## config.mk

```make
export PLATFORM = sky130hd
export DESIGN_NAME = mlp_ctrl
export DESIGN_NICKNAME = d
export VERILOG_FILES = /design/src/rtl/core/mlp_pkg.sv /design/src/rtl/core/mlp_ctrl.sv
export SDC_FILE = /design/constraint.sdc
export NUM_CORES = 1
export LEC_CHECK = 0
export ABC_AREA = 0
export BUFFER_PORTS_ARGS = -buffer_cell sky130_fd_sc_hd__buf_2
export CORE_ASPECT_RATIO = 1.5
export CORE_MARGIN = 5
export CORE_UTILIZATION = 60
export CTS_CLUSTER_DIAMETER = 30
export DETAILED_ROUTE_END_ITERATION = 6
export PLACE_DENSITY_LB_ADDON = 0.05
export SLEW_MARGIN = 15
export SYNTH_ARGS = -nofsm -noshare
export SYNTH_HDL_FRONTEND = slang
export SYNTH_SLANG_ARGS = --single-unit
```

## constraint.sdc

```tcl
create_clock -name clk -period 3.65 [get_ports clk]
set_input_delay 0.5475 -clock clk [delete_from_list [all_inputs] [get_ports clk]]
set_output_delay 0.5475 -clock clk [all_outputs]
set_load 0.05 [all_outputs]
```

## src/rtl/core/mlp_pkg.sv

```systemverilog
// Shared types and constants for the perceptron regression block.
package mlp_pkg;

	// Fixed field widths
	localparam int ADDR_W   = 14;
	localparam int WORD_W   = 32;
	localparam int SEL_W    = 3;
	localparam int FEAT_W   = 16;
	localparam int OUT_W    = 22;
	localparam int FEATURES = 6;
	localparam int NONLIN   = 5;

	// Accumulator holds a 256-term sum of floored 65-bit products plus bias
	localparam int ACC_W    = 58;
	// Neuron and term indexes (largest layer is 256 wide)
	localparam int IDX_W    = 8;

	// Output clamp, unsigned Q6.16
	localparam logic [OUT_W-1:0] OUT_MIN = OUT_W'(6554);
	localparam logic [OUT_W-1:0] OUT_MAX = OUT_W'(3276800);

	// Operation of one issued word read
	typedef enum logic [1:0] {
		K_BIAS = 2'd0,
		K_MAC  = 2'd1,
		K_MAC0 = 2'd2,
		K_MEAN = 2'd3
	} kind_t;

	// Source of the multiplier's second operand
	typedef enum logic [1:0] {
		B_FEAT = 2'd0,
		B_BUF  = 2'd1,
		B_DIFF = 2'd2
	} bsrc_t;

	// Destination of a finished neuron
	typedef enum logic [1:0] {
		D_FEAT = 2'd0,
		D_BUF  = 2'd1,
		D_OUT  = 2'd2
	} dst_t;

	// Command from controller to datapath, one per cycle
	typedef struct packed {
		logic             rd;
		logic             zero;
		kind_t            kind;
		bsrc_t            bsrc;
		logic             bbuf;
		logic [IDX_W-1:0] bidx;
		logic             last;
		logic             relu;
		dst_t             dst;
		logic             wbuf;
		logic [IDX_W-1:0] widx;
	} cmd_t;

	// Status back to controller
	typedef struct packed {
		logic out_busy;
	} stat_t;

endpackage

```

## src/rtl/core/mlp_ctrl.sv

```systemverilog
// Controller: sequences standardization, layer reads and drains for one prediction.
module mlp_ctrl #(
	parameter int MODEL_BANKS  = 4,
	parameter int BANK_WORDS   = 4096,
	parameter int HIDDEN_ONE   = 64,
	parameter int HIDDEN_TWO   = 32,
	parameter int HIDDEN_THREE = 16,
	parameter int HIDDEN_FOUR  = 8,
	parameter int MEM_AW       = 14
) (
	input  logic                       clk,
	input  logic                       arst_n,
	input  logic                       start,
	input  logic [mlp_pkg::SEL_W-1:0]  model_select,
	output logic                       ready,
	output mlp_pkg::cmd_t              cmd,
	output logic [MEM_AW-1:0]          rd_addr,
	input  mlp_pkg::stat_t             stat
);

	localparam int OFF_W      = 17;
	localparam int OFF_RSCALE = mlp_pkg::FEATURES;
	localparam int OFF_W1     = OFF_RSCALE + mlp_pkg::FEATURES;
	localparam int OFF_B1     = OFF_W1 + HIDDEN_ONE * mlp_pkg::NONLIN;
	localparam int OFF_W2     = OFF_B1 + HIDDEN_ONE;
	localparam int OFF_B2     = OFF_W2 + HIDDEN_TWO * HIDDEN_ONE;
	localparam int OFF_W3     = OFF_B2 + HIDDEN_TWO;
	localparam int OFF_B3     = OFF_W3 + HIDDEN_THREE * HIDDEN_TWO;
	localparam int OFF_LIN    = OFF_B3 + HIDDEN_THREE;
	localparam int OFF_WO1    = OFF_LIN + 1;
	localparam int OFF_BO1    = OFF_WO1 + HIDDEN_FOUR * (HIDDEN_THREE + 1);
	localparam int OFF_WO2    = OFF_BO1 + HIDDEN_FOUR;
	localparam int OFF_BO2    = OFF_WO2 + HIDDEN_FOUR;
	localparam int DRAIN      = 4;

	typedef enum logic [2:0] {
		S_IDLE, S_MEAN, S_SCALE, S_BIAS, S_MAC, S_LIN, S_DRAIN, S_WAITOUT
	} state_t;

	typedef enum logic [2:0] {
		P_STD, P_L1, P_L2, P_L3, P_LIN, P_L4, P_OUT, P_DONE
	} phase_t;

	state_t                    state_q;
	phase_t                    phase_q, phase_nx;
	logic [mlp_pkg::IDX_W-1:0] n_q, j_q;
	logic [OFF_W-1:0]          wptr_q;
	logic [MEM_AW-1:0]         base_q;
	logic [2:0]                drain_q;
	mlp_pkg::cmd_t             cmd_q, cmd_nx;
	logic [MEM_AW-1:0]         addr_q;

	logic [mlp_pkg::IDX_W-1:0] lay_nin_m1, lay_nout_m1;
	logic [OFF_W-1:0]          lay_woff, lay_boff, off;
	mlp_pkg::bsrc_t            lay_bsrc;
	logic                      lay_bbuf, lay_wbuf, lay_relu;
	mlp_pkg::dst_t             lay_dst;
	logic [2:0]                bank;

	// Per-layer shape, offsets and routing
	always_comb begin
		lay_nin_m1  = mlp_pkg::IDX_W'(mlp_pkg::NONLIN - 1);
		lay_nout_m1 = mlp_pkg::IDX_W'(HIDDEN_ONE - 1);
		lay_woff    = OFF_W'(OFF_W1);
		lay_boff    = OFF_W'(OFF_B1);
		lay_bsrc    = mlp_pkg::B_FEAT;
		lay_bbuf    = 1'b0;
		lay_wbuf    = 1'b0;
		lay_relu    = 1'b1;
		lay_dst     = mlp_pkg::D_BUF;
		phase_nx    = P_DONE;
		case (phase_q)
			P_STD: phase_nx = P_L1;
			P_L1:  phase_nx = P_L2;
			P_L2: begin
				lay_nin_m1  = mlp_pkg::IDX_W'(HIDDEN_ONE - 1);
				lay_nout_m1 = mlp_pkg::IDX_W'(HIDDEN_TWO - 1);
				lay_woff    = OFF_W'(OFF_W2);
				lay_boff    = OFF_W'(OFF_B2);
				lay_bsrc    = mlp_pkg::B_BUF;
				lay_wbuf    = 1'b1;
				phase_nx    = P_L3;
			end
			P_L3: begin
				lay_nin_m1  = mlp_pkg::IDX_W'(HIDDEN_TWO - 1);
				lay_nout_m1 = mlp_pkg::IDX_W'(HIDDEN_THREE - 1);
				lay_woff    = OFF_W'(OFF_W3);
				lay_boff    = OFF_W'(OFF_B3);
				lay_bsrc    = mlp_pkg::B_BUF;
				lay_bbuf    = 1'b1;
				phase_nx    = P_LIN;
			end
			P_LIN: phase_nx = P_L4;
			P_L4: begin
				lay_nin_m1  = mlp_pkg::IDX_W'(HIDDEN_THREE);
				lay_nout_m1 = mlp_pkg::IDX_W'(HIDDEN_FOUR - 1);
				lay_woff    = OFF_W'(OFF_WO1);
				lay_boff    = OFF_W'(OFF_BO1);
				lay_bsrc    = mlp_pkg::B_BUF;
				lay_wbuf    = 1'b1;
				phase_nx    = P_OUT;
			end
			P_OUT: begin
				lay_nin_m1  = mlp_pkg::IDX_W'(HIDDEN_FOUR - 1);
				lay_nout_m1 = '0;
				lay_woff    = OFF_W'(OFF_WO2);
				lay_boff    = OFF_W'(OFF_BO2);
				lay_bsrc    = mlp_pkg::B_BUF;
				lay_bbuf    = 1'b1;
				lay_relu    = 1'b0;
				lay_dst     = mlp_pkg::D_OUT;
				phase_nx    = P_DONE;
			end
			default: phase_nx = P_DONE;
		endcase
	end

	// Word offset read in the current state
	always_comb begin
		case (state_q)
			S_MEAN:  off = OFF_W'(n_q);
			S_SCALE: off = OFF_W'(OFF_RSCALE) + OFF_W'(n_q);
			S_BIAS:  off = lay_boff + OFF_W'(n_q);
			S_MAC:   off = wptr_q;
			S_LIN:   off = OFF_W'(OFF_LIN);
			default: off = '0;
		endcase
		bank = (model_select >= 3'd1 && 32'(model_select) <= MODEL_BANKS)
			? model_select - 3'd1 : 3'd0;
	end

	// Command issued for the current state
	always_comb begin
		cmd_nx      = '0;
		cmd_nx.zero = off >= OFF_W'(BANK_WORDS);
		case (state_q)
			S_MEAN: begin
				cmd_nx.rd   = 1'b1;
				cmd_nx.kind = mlp_pkg::K_MEAN;
				cmd_nx.bidx = n_q;
			end
			S_SCALE: begin
				cmd_nx.rd   = 1'b1;
				cmd_nx.kind = mlp_pkg::K_MAC0;
				cmd_nx.bsrc = mlp_pkg::B_DIFF;
				cmd_nx.last = 1'b1;
				cmd_nx.dst  = mlp_pkg::D_FEAT;
				cmd_nx.widx = n_q;
			end
			S_BIAS: begin
				cmd_nx.rd   = 1'b1;
				cmd_nx.kind = mlp_pkg::K_BIAS;
			end
			S_MAC: begin
				cmd_nx.rd   = 1'b1;
				cmd_nx.kind = mlp_pkg::K_MAC;
				cmd_nx.bsrc = lay_bsrc;
				cmd_nx.bbuf = lay_bbuf;
				cmd_nx.bidx = j_q;
				cmd_nx.last = j_q == lay_nin_m1;
				cmd_nx.relu = lay_relu;
				cmd_nx.dst  = lay_dst;
				cmd_nx.wbuf = lay_wbuf;
				cmd_nx.widx = n_q;
			end
			S_LIN: begin
				// linear term of the last feature, appended after layer three
				cmd_nx.rd   = 1'b1;
				cmd_nx.kind = mlp_pkg::K_MAC0;
				cmd_nx.bsrc = mlp_pkg::B_FEAT;
				cmd_nx.bidx = mlp_pkg::IDX_W'(mlp_pkg::FEATURES - 1);
				cmd_nx.last = 1'b1;
				cmd_nx.dst  = mlp_pkg::D_BUF;
				cmd_nx.widx = mlp_pkg::IDX_W'(HIDDEN_THREE);
			end
			default: cmd_nx.rd = 1'b0;
		endcase
	end

	// State and registered commands
	always_ff @(posedge clk or negedge arst_n) begin
		if (!arst_n) begin
			state_q <= S_IDLE;
			phase_q <= P_STD;
			n_q     <= '0;
			j_q     <= '0;
			wptr_q  <= '0;
			base_q  <= '0;
			drain_q <= '0;
			cmd_q   <= '0;
			addr_q  <= '0;
		end else begin
			cmd_q  <= cmd_nx;
			addr_q <= MEM_AW'(32'(base_q) + 32'(off));
			case (state_q)
				S_IDLE: begin
					if (start) begin
						base_q  <= MEM_AW'(32'(bank) * BANK_WORDS);
						phase_q <= P_STD;
						n_q     <= '0;
						state_q <= S_MEAN;
					end
				end
				S_MEAN: begin
					state_q <= S_SCALE;
				end
				S_SCALE: begin
					if (n_q == mlp_pkg::IDX_W'(mlp_pkg::FEATURES - 1)) begin
						phase_q <= phase_nx;
						drain_q <= '0;
						state_q <= S_DRAIN;
					end else begin
						n_q     <= n_q + 1'b1;
						state_q <= S_MEAN;
					end
				end
				S_BIAS: begin
					j_q     <= '0;
					state_q <= S_MAC;
				end
				S_MAC: begin
					wptr_q <= wptr_q + 1'b1;
					j_q    <= j_q + 1'b1;
					if (j_q == lay_nin_m1) begin
						if (n_q == lay_nout_m1) begin
							phase_q <= phase_nx;
							drain_q <= '0;
							state_q <= S_DRAIN;
						end else begin
							n_q     <= n_q + 1'b1;
							state_q <= S_BIAS;
						end
					end
				end
				S_LIN: begin
					phase_q <= phase_nx;
					drain_q <= '0;
					state_q <= S_DRAIN;
				end
				S_DRAIN: begin
					drain_q <= drain_q + 1'b1;
					if (drain_q == 3'(DRAIN - 1)) begin
						n_q    <= '0;
						wptr_q <= lay_woff;
						case (phase_q)
							P_LIN:   state_q <= S_LIN;
							P_OUT:   state_q <= S_WAITOUT;
							P_DONE:  state_q <= S_IDLE;
							default: state_q <= S_BIAS;
						endcase
					end
				end
				S_WAITOUT: begin
					if (!stat.out_busy)
						state_q <= S_BIAS;
				end
				default: state_q <= S_IDLE;
			endcase
		end
	end

	assign ready   = state_q == S_IDLE;
	assign cmd     = cmd_q;
	assign rd_addr = addr_q;

`ifndef ASSERT_OFF
	a_no_issue_when_ready: assert property (@(posedge clk) disable iff (!arst_n)
		cmd_q.rd |-> !ready) else $error("word read issued while taking items");
	a_out_free: assert property (@(posedge clk) disable iff (!arst_n)
		cmd_q.rd && cmd_q.last && cmd_q.dst == mlp_pkg::D_OUT |-> !stat.out_busy)
		else $error("output neuron issued while result register is full");
	a_mean_then_scale: assert property (@(posedge clk) disable iff (!arst_n)
		cmd_q.rd && cmd_q.kind == mlp_pkg::K_MEAN |=>
		cmd_q.rd && cmd_q.bsrc == mlp_pkg::B_DIFF && cmd_q.last)
		else $error("mean read not followed by its scale read");
`endif

endmodule
```

After elaboration in Yosys (flattened, before gate mapping). Index checks and enable logic that the tools add are counted.

Order comparisons: 3. Equality and inequality tests: 26. Div/mod/pow operators: 0. Multipliers: 0. Reductions and logical operators: 20. Muxes and demuxes: 48. $add $sub $neg: 8. Shift-type cells: 0. Bitwise gates (word level): 0.

Operators by type and width (number): $pmux W12 S4 (2); $pmux W17 S5 (1); $pmux W6 S4 (2); $mux W8 (5); $mux W3 (13); $pmux W17 S2 (1); $pmux W8 S2 (2); $pmux W8 S4 (1); $eq A3 B3 Y1 const B (8); $pmux W3 S4 (2); $pmux W3 S8 (1); $pmux W8 S3 (1); $pmux W3 S6 (1); $add A17 B1 Y17 const B (1); $add A17 B8 Y17 (1); $ge A17 B13 Y1 const B (1); $mux W17 (1); $add A8 B1 Y8 const B (2); $eq A8 B8 Y1 (2); $ne A2 B2 Y1 const B (8); $eq A3 B2 Y1 const B (5); $add A14 B14 Y14 (1); $reduce_bool A4 Y1 (3); $add A3 B8 Y9 const A (1); other kinds (22) (39).

Bits of input ports: 7. Flip-flop bits (word level): 86. Memories kept: 0. Output and inout port bits: 43. Latch bits: 0. Memory bits (read-only): 0. Memory bits (writable): 0. Word-level logic and storage cells: 124.

Depth between registers and ports, before layout. Gate-level depths: netlist (run 1).

Depth in word-level cells: 6. Depth in mapped cells: 11. Mapped depth without buffers: 10.

Worst setup path before layout (run 1). No wires, ideal clock.

Kind: reg-to-reg. From: register phase_q[1]. To: register n_q[0] (netlist name). Setup slack: 0.709 ns. Clock period less this slack: 2.941 ns. Data arrival time: 2.816 ns. Buffers on the path: 2. Library setup time: 0.125 ns. Required time: 3.525 ns. Cell stages (with the launch flop): 12. Path through: dfrtp_1 -> buf_2 -> xor2_1 -> and2_0 -> inv_1 -> ha_1 -> nor3_1 -> o311ai_0 -> nor3_1 -> or3_1 -> buf_6 -> mux2_4.

Cells in the longest elaborated chain, start to end: 5. Elaborated cells on any way between the ends: 11. Those cells by class: 8 x eq/ne; 2 x mux; 1 x reduce/logical.

RTL lines: start, declared (line mlp_ctrl.sv:45) `phase_t phase_q, phase_nx;`; start signal, assigned (line mlp_ctrl.sv:209) `phase_q <= phase_nx;`; start signal, assigned (line mlp_ctrl.sv:226) `phase_q <= phase_nx;`; start signal, assigned (line mlp_ctrl.sv:236) `phase_q <= phase_nx;`; $eq A3 B3 Y1 or $eq A3 B2 Y1 (tied branches) (line mlp_ctrl.sv:72) `case (phase_q)`; $pmux W6 S4 (line mlp_ctrl.sv:72); $eq A8 B8 Y1 (on tied branches) (line mlp_ctrl.sv:225, mlp_ctrl.sv:224); $ne A2 B2 Y1 (no line); $reduce_and A6 Y1 (no line) *; end signal, assigned (line mlp_ctrl.sv:213) `n_q <= n_q + 1'b1;`; end signal, assigned (line mlp_ctrl.sv:230) `n_q <= n_q + 1'b1;`; end, declared (line mlp_ctrl.sv:46) `logic [mlp_pkg::IDX_W-1:0] n_q, j_q;`.

Every way passes the cells marked *; elsewhere a longest branch is shown, timed or not. A chain may end at the register's enable or synchronous reset.

Final worst setup path (run 1).
From: register phase_q[2]. To: register n_q[1] (netlist name).

Same word-level chain as after synthesis.

==> results.toml, run 1 <==
[drt]
wirelength_mm = 14.5
firstDrtPassIters = 5
postRouteAntennaNets = 0
via_per_inst = 6.39
post_drt_wl_per_cell_um = 20.4
vias = 4539
drc = 0
first_iter_violations = 450

[setup_path]
start_kind = "flip-flop"
cp-end-kind = "flip-flop"
crit_top_cell = "nor3_1"
path_cells = "and2_0 -> inv_1 -> ha_1 -> nor3_1 -> o311ai_0 -> nor3_1 -> or3_1 -> mux2_4"
path_max_fanout = 13
worstPathArrival_ns = 3.32
cp_slowest_cell = "dfrtp_1"
cpPeakStageDelay_ns = 0.60
cp.required_ns = 3.88
worstSetupPathType = "reg2reg"

[floorplan]
fp.dieW_um = 84.8
die_h_um = 122
rows = 41
start_util = 0.606
die_area_um2 = 10400
ios = 50
core_area_um2 = 8310

[global_routing]
track_usage = 0.292
grt_pass1_wl_mm = 23.4
overflow = 0
antenna_found_initial = 0
grt_max_degree = 87
grt_pass1_vias = 4518

[synth]
synth_ff_type = "dfrtp_1"
synth_edf_count = 0
yosysTopAreaCell = "dfrtp_1"
syn_nets = 590
syn_area_per_cell_um2 = 9.00
yosysTopAreaCellShare = 0.427
ys_ff_latch = 86
synthArstFlopShare = 1.00
ys_seq_area_frac = 0.427
yosysWarnings = 0
ys_types = 63
syn_inst = 560
synthesis.area_um2 = 5040
yosys-top-cells-area = "dfrtp_1 43%, ha_1 5.7%, nor2_1 5.0%"

[status]
status = "complete, no violations"

[cts]
cts_tree = "done"
htree_num_levels = 3
cts_setup_buffers = 0
ctsResizeCount = 0
cts_hold_buf = 0
clock_sinks = 86
insertion_delay_ns = 0.35
cts_root_buf = "clkbuf_16"
numCtsBuffers = 9
clockBufferDepth = 2
clkTransAtPathRegs_ns = 0.06

[finish]
antennaDiodeCount = 0
fin_nets = 628
final_layout_size_suffix_gt1_frac = 0.156
layout_commonest_cell = "dfrtp_1"
area_growth_pct = 13.1
final_cell_mix = "86 x dfrtp_1, 67 x nor2_1, 48 x buf_2, 47 x nand2_1, 45 x o21ai_0"

[timing]
skew_ns = 0.00818
rsz0062_at_grt = "no"
slew_violations = 0
relSlewSlack = 0.442
max_clock_freq_mhz = 324
period_share = 0.846
min_period_ns = 3.09
tightest_slew_ns = 0.834
setup_viol = 0
setup_tns_ns = 0
hold_viol = 0

[placement]
gp_congestion = 0.973
portBuffers = 49
dp_hpwl_mm = 10.4

[power]
p_leak_nw = 2.72
power_mw = 1.96
powerDensity_nw_per_um2 = 344
vdd_drop_max_mv = 0.292

[run]
maxCapViolCount = 0

[min_path]
holdCritPathClass = "in2async"
cell usage after synthesis (all sizes together), types with 9 or more instances:
library cell  instances
a21oi                34
a31oi                14
and3                 15
buf                  11
clkbuf               27
dfrtp                86
ha                   23
inv                  14
nand2                47
nand3                23
nor2                 67
nor3                  9
o21ai                46
xor2                 15
final timing paths:
check	startpoint	endpoint	slack, ns	cells past startpoint
max	phase_q[2]	n_q[1]	0.56	8
min	arst_n	cmd[0]	0.25	1
max reg2reg	phase_q[2]	n_q[1]	0.56	8
min reg2reg	drain_q[2]	drain_q[2]	0.50	1
max in group asynchronous	arst_n	cmd[10]	2.88	1
min in group clk	model_select[0]	base_q[12]	0.45	2
worst max-delay path: cells and delay by family, from the launching register on:
kind                       cells  cell delay (ns)
and+or+nand+nor                4             1.23
DFF                            1             0.60
adders and majority gates      1             0.37
muxes                          1             0.34
AOI/OAI and AO/OA              1             0.22
buffers and inverters          1             0.20
sequential cells by signal (all words and copies together), names as in the netlist:
| signal | cells |
|---|---|
| n_q | 8 |
| rd_addr | 14 |
| phase_q | 3 |
| drain_q | 3 |
| j_q | 8 |
| base_q | 2 |
| wptr_q | 17 |
| state_q | 3 |
| cmd | 28 |
power by group:
part | total, mW | switching [mW] | internal [mW]
Sequential | 0.953 | 0 | 0.953
Clock | 0.978 | 0.380 | 0.598
Combinational | 0.0258 | 0.0216 | 0.00427
Total | 1.96 | 0.401 | 1.56
routing by layer:
| layer | vias to the layer above | share of wire | GRT usage |
|---|---|---|---|
| met5 | - | 0 | 0 |
| met4 | 0 | 0.042 | 0.145 |
| met3 | 44 | 0.063 | 0.0484 |
| met2 | 206 | 0.52 | 0.502 |
| met1 | 2179 | 0.38 | 0.352 |
| li1 | 2110 | - | - |
cell type report:
type / instances / area (um^2)
fillers: 715 / 2610
inverters: 16 / 60.1
repair buffers: 65 / 372
well taps: 107 / 134
clock buffers: 10 / 229
multi-input cells: 420 / 2660
flip-flops and latches: 86 / 2150
clock inverters: 6 / 86.3
through the flow:
step / instance area (um^2) / instances / setup WS (ns) / utilization / hold slack (ns)
finish: 5700 / 710 / 0.560 / 0.685 / 0.253
global route: 5700 / 710 / 0.330 / 0.685 / 0.334
CTS: 5690 / 710 / 0.626 / 0.685 / 0.440
detailed placement: 5370 / 694 / 0.640 / 0.647 / 0.481
global placement: 5370 / 694 / 0.746 / 0.647 / 0.478
floorplan: 5040 / 560 / 0.709 / - / 0.252
cells by family after synthesis:
| kind of cell | count (synthesis) | share of synthesized area |
|---|---|---|
| AND/OR/NAND/NOR | 197 | 0.185 |
| XOR/XNOR | 22 | 0.0382 |
| buffers and inverters | 54 | 0.0449 |
| adder cells (fa/ha/maj) | 23 | 0.0571 |
| flip-flops | 86 | 0.427 |
| multiplexers | 6 | 0.0144 |
| AO/OA/AOI/OAI | 172 | 0.233 |
No activity file was read; power rests on OpenSTA's default activity.
==> run 2: changes to the inputs <==
--- a/config.mk
+++ b/config.mk
@@ -5,7 +5,7 @@
 export SDC_FILE = /design/constraint.sdc
 export NUM_CORES = 1
 export LEC_CHECK = 0
-export ABC_AREA = 0
+export ABC_AREA = 1
 export BUFFER_PORTS_ARGS = -buffer_cell sky130_fd_sc_hd__buf_2
 export CORE_ASPECT_RATIO = 1.5
 export CORE_MARGIN = 5
==> constraint.sdc (replaced) <==
create_clock -name clk -period 3 [get_ports clk]
set_input_delay 0.45 -clock clk [delete_from_list [all_inputs] [get_ports clk]]
set_output_delay 0.45 -clock clk [all_outputs]
set_load 0.05 [all_outputs]
==> results.toml, run 2 <==
[finish]
area_growth_pct = 12.8
nFillCells = 719
final_layout_size_suffix_gt1_frac = 0.154
layout_commonest_cell = "nand2_1"
fin_util = 0.685
antennaDiodeCount = 0
largest_reg_flops = 28
fin_nets = 727
final_cell_mix = "152 x nand2_1, 86 x dfrtp_1, 82 x inv_1, 62 x nor2_1, 48 x buf_2"
final_cell_area_um2 = 5690

[timing]
max_clock_freq_mhz = 359
setup_tns_ns = 0
rsz0062_at_grt = "no"
setup_viol = 0
tightest_slew_ns = 0.755
period_share = 0.927
relSlewSlack = 0.496
hold_viol = 0
fin_ws_ns = 0.218
min_period_ns = 2.78
slew_violations = 0
skew_ns = 0.00585
whs_ns = 0.150

[synth]
synth_edf_count = 0
ys_types = 47
synth_common_cells = "152 x nand2_1, 86 x dfrtp_1, 82 x inv_1, 62 x nor2_1, 37 x nand3_1"
syn_nets = 675
synthesis.area_um2 = 5050
syn_inst = 645
syn_area_per_cell_um2 = 7.83
yosysWarnings = 0
yosysTopAreaCellShare = 0.426
yosysTopAreaCell = "dfrtp_1"
ys_seq_area_frac = 0.426
synth_ff_type = "dfrtp_1"
ys_ff_latch = 86
yosysMostFrequentCell = "nand2_1"
synthArstFlopShare = 1.00
yosys-top-cells-area = "dfrtp_1 43%, nand2_1 11%, inv_1 6.1%"

[placement]
dp_hpwl_mm = 10.8
pre_cts_slack_ns = 0.319
gp_congestion = 1.01
portBuffers = 49
place_area_um2 = 5410

[cts]
clockBufferDepth = 2
ctsResizeCount = 0
htree_num_levels = 3
cts_hold_buf = 0
clock_sinks = 86
numCtsBuffers = 9
cts_tree = "done"
clkTransAtPathRegs_ns = 0.06
insertion_delay_ns = 0.35
cts_root_buf = "clkbuf_16"
cts_setup_buffers = 0

[drt]
first_iter_violations = 287
postRouteAntennaNets = 0
via_per_inst = 5.86
post_drt_wl_per_cell_um = 17.8
drc = 0
firstDrtPassIters = 5
vias = 4732
wirelength_mm = 14.3

[setup_path]
cp.required_ns = 3.24
worstPathArrival_ns = 3.02
worstSetupPathType = "reg2reg"
path_max_fanout = 7
cp-end-kind = "flip-flop"
start_kind = "flip-flop"

[power]
p_leak_nw = 3.00
vdd_drop_max_mv = 0.554
powerDensity_nw_per_um2 = 759

[floorplan]
core_area_um2 = 8310
start_util = 0.607
rows = 41
fp.dieW_um = 84.9
ios = 50
die_area_um2 = 10400
die_h_um = 122

[run]
maxCapViolCount = 0

[global_routing]
track_usage = 0.288
grt_max_degree = 87
overflow = 0
grt_pass1_wl_mm = 23.1
antenna_found_initial = 0
grt_pass1_vias = 4596

[min_path]
holdCritPathClass = "in2async"

[status]
status = "complete, no violations"
run 2: final timing paths:
kind                                      start         end  slack [ns]  depth (start not counted)
max in group asynchronous                arst_n     cmd[22]        2.34                          1
worst max-delay path                 phase_q[1]  rd_addr[8]        0.22                         15
worst min-delay path                     arst_n      j_q[7]        0.15                          1
worst max register to register       phase_q[1]  rd_addr[8]        0.22                         15
worst min register to register       drain_q[1]  drain_q[1]        0.49                          2
min in group clk                model_select[0]  base_q[12]        0.34                          2
run 2: worst max-delay path: stages, from the launching register on:
cell and delay, ns:
dfrtp_1 0.51, nand2_2 0.12, nor2_4 0.18, inv_2 0.09
nand2_1 0.13, inv_1 0.09, ha_1 0.32, inv_1 0.10
nor2_1 0.06, nor2_1 0.14, o21bai_1 0.12, a21boi_0 0.36
inv_1 0.08, nand2_1 0.07, nand3_1 0.06, a21oi_1 0.24
run 2: kinds of logic (layout without fill, tap and decap cells):
family | count (synthesis) | after routing | share of synthesized area
and+or+nand+nor | 306 | 306 | 0.279
AOI/OAI and AO/OA | 115 | 115 | 0.140
buffers and inverters | 104 | 159 | 0.0781
DFF | 86 | 86 | 0.426
adders and majority gates | 23 | 23 | 0.0570
xor gates and xnor gates | 11 | 11 | 0.0191
run 2: stage by stage:
stage	std cells	power, mW
after floorplan	645	2.75
after global placement	793	3.21
after detailed placement	793	3.23
after CTS	807	4.30
after global routing	807	4.54
final	807	4.32
run 2: per-layer routing:
layer / vias to the layer above / GRT usage / routed length [um]
li1: 2233 / - / -
met3: 59 / 0.0369 / 758
met1: 2226 / 0.340 / 5600
met5: - / 0 / 0
met4: 0 / 0.168 / 734
met2: 214 / 0.500 / 7240
run 2: power by group:
part	total (mW)	internal (mW)	switching, mW
Clock	1.08	0.630	0.445
Sequential	1.56	1.36	0.198
Combinational	1.68	0.433	1.25
Total	4.32	2.42	1.90
run 2: final cells by class:
| cell class | instances | area, um^2 | area share |
|---|---|---|---|
| Multi-Input combinational cell | 455 | 2500 | 0.439 |
| Clock inverter | 5 | 52.6 | 0.00923 |
| Inverter | 92 | 345 | 0.0607 |
| Tap cell | 107 | 134 | 0.0235 |
| Clock buffer | 9 | 225 | 0.0396 |
| Sequential cell | 86 | 2150 | 0.378 |
| Timing Repair Buffer | 53 | 282 | 0.0495 |
==> run 3: changes to the inputs <==
--- a/config.mk
+++ b/config.mk
@@ -9,7 +9,7 @@
 export BUFFER_PORTS_ARGS = -buffer_cell sky130_fd_sc_hd__buf_2
 export CORE_ASPECT_RATIO = 1.5
 export CORE_MARGIN = 5
-export CORE_UTILIZATION = 60
+export CORE_UTILIZATION = 54
 export CTS_CLUSTER_DIAMETER = 30
 export DETAILED_ROUTE_END_ITERATION = 6
 export PLACE_DENSITY_LB_ADDON = 0.05
==> constraint.sdc (replaced) <==
create_clock -name clk -period 2.5 [get_ports clk]
set_input_delay 0.375 -clock clk [delete_from_list [all_inputs] [get_ports clk]]
set_output_delay 0.375 -clock clk [all_outputs]
set_load 0.05 [all_outputs]
==> results.toml, run 3 (synthesized netlist as in run 2, its figures left out) <==
[power]
power.switching_mw = 2.33
p_leak_nw = 3.10
powerDensity_nw_per_um2 = 908
seqPwrFrac = 0.344
vdd_drop_max_mv = 0.590
p_comb_frac = 0.407
internal_power_mw = 3.00
p_sw_frac = 0.437
clockPowerShare = 0.249
power_mw = 5.33

[cts]
cts_hold_buf = 0
clkTransAtPathRegs_ns = 0.06
cts_tree = "done"
numCtsBuffers = 9
clockBufferDepth = 2
clock_sinks = 86
htree_num_levels = 3
cts_root_buf = "clkbuf_16"
insertion_delay_ns = 0.34

[finish]
final_layout_size_suffix_gt1_frac = 0.178
layout_commonest_cell = "nand2_1"
nFillCells = 822
fin_util = 0.638
final_cell_mix = "151 x nand2_1, 86 x dfrtp_1, 82 x inv_1, 62 x nor2_1, 48 x buf_2"
seq_area_um2 = 2150
antennaDiodeCount = 0
fin_nets = 744
largest_reg_flops = 28
multi_input_area_um2 = 2510
area_growth_pct = 16.3

[global_routing]
grt_pass1_wl_mm = 23.2
track_usage = 0.266
grt_pass1_vias = 4711
grt_max_degree = 46
antenna_found_initial = 0
overflow = 0

[drt]
vias = 4724
firstDrtPassIters = 5
via_per_inst = 5.68
drc = 0
post_drt_wl_per_cell_um = 17.4
first_iter_violations = 258
wirelength_mm = 14.5
postRouteAntennaNets = 0

[timing]
rsz0062_at_grt = "no"
hold_viol = 0
setup_tns_ns = 0
max_clock_freq_mhz = 428
relSlewSlack = 0.617
period_share = 0.936
slew_violations = 0
tightest_slew_ns = 0.575
setup_viol = 0
min_period_ns = 2.34
skew_ns = 0.00526

[setup_path]
rr_startpoint = "phase_q[1]"
reg2reg_depth = 13
path_max_fanout = 6
cp.required_ns = 2.73
startpoint = "phase_q[1]"
worstSetupPathType = "reg2reg"
cp-end-kind = "flip-flop"
start_kind = "flip-flop"
worstPathArrival_ns = 2.57
critical_path.endpoint = "phase_q[0]"
r2r_end = "phase_q[0]"
r2r_slack_ns = 0.16

[floorplan]
die_h_um = 128
start_util = 0.549
ios = 50
core_area_um2 = 9200
die_area_um2 = 11400
fp.dieW_um = 88.9
rows = 43

[placement]
portBuffers = 49
gp_congestion = 0.985
dp_hpwl_mm = 11.2

[min_path]
holdCritPathClass = "in2async"

[run]
maxCapViolCount = 0

[status]
status = "complete, no violations"
run 3: cell count changes in the layout (fill, tap and decap cells not counted), moves of 2 or more:
cell and delta:
clkinv_4 +2, clkbuf_1 +2, buf_4 +16, clkinv_2 -2
buf_12 +2
run 3: power groups by stage:
stage | registers, mW | clock network (mW) | logic [mW]
6_report | 1.83 | 1.33 | 2.17
2_1_floorplan | 2.16 | 0 | 1.14
3_5_place_dp | 1.85 | 0 | 2.11
5_1_grt | 1.86 | 1.40 | 2.38
3_3_place_gp | 1.84 | 0 | 2.07
4_1_cts | 1.83 | 1.34 | 2.12
run 3: final cells by class:
cell class / count / area share
well taps: 112 / 0.0239
clock inverters: 5 / 0.0102
clock buffers: 11 / 0.0396
multi-input cells: 455 / 0.428
inverters: 92 / 0.0588
flip-flops and latches: 86 / 0.367
repair buffers: 70 / 0.0733
run 3: through the flow:
| step | cells | instance area [um^2] | setup slack (ns) | hold WS (ns) |
|---|---|---|---|---|
| final | 831 | 5870 | 0.161 | 0.0344 |
| after global routing | 831 | 5870 | 0.00780 | 0.0855 |
| after CTS | 829 | 5830 | 0.135 | 0.0466 |
| after detailed placement | 813 | 5540 | 0.147 | 0.414 |
| after global placement | 813 | 5540 | 0.223 | 0.406 |
| after floorplan | 645 | 5050 | 0.292 | 0.0794 |
run 3: worst min-delay path by stage:
stage | start | to | slack [ns] | cells past startpoint
2_1_floorplan | arst_n | base_q[12] | 0.08 | 0
5_1_grt | arst_n | cmd[12] | 0.09 | 1
6_report | arst_n | cmd[25] | 0.03 | 1
3_5_place_dp | arst_n | cmd[20] | 0.41 | 1
4_1_cts | arst_n | cmd[4] | 0.05 | 1
3_3_place_gp | arst_n | cmd[25] | 0.41 | 1
run 3: layer usage:
metal / GRT usage / vias up / routed length [um]
met4: 0.119 / 0 / 607
li1: - / 2258 / -
met2: 0.473 / 166 / 7510
met1: 0.306 / 2250 / 5620
met5: 0 / - / 0
met3: 0.0474 / 50 / 729
run 3: critical path, cell delays in order (launching register included):
cell,delay [ns]
dfrtp_1,0.42
inv_2,0.13
nand3_2,0.09
nand2_2,0.12
inv_1,0.08
ha_1,0.31
nor3_1,0.19
nand2_1,0.11
nor2_2,0.13
nand3_1,0.15
nand2_1,0.11
nand3_1,0.14
o21bai_1,0.18
nand2_1,0.07
run 3: what timing repair did:
item,CTS,global route
buffers inserted,0,2
resized for setup,0,5
endpoints found under the setup margin,0,17
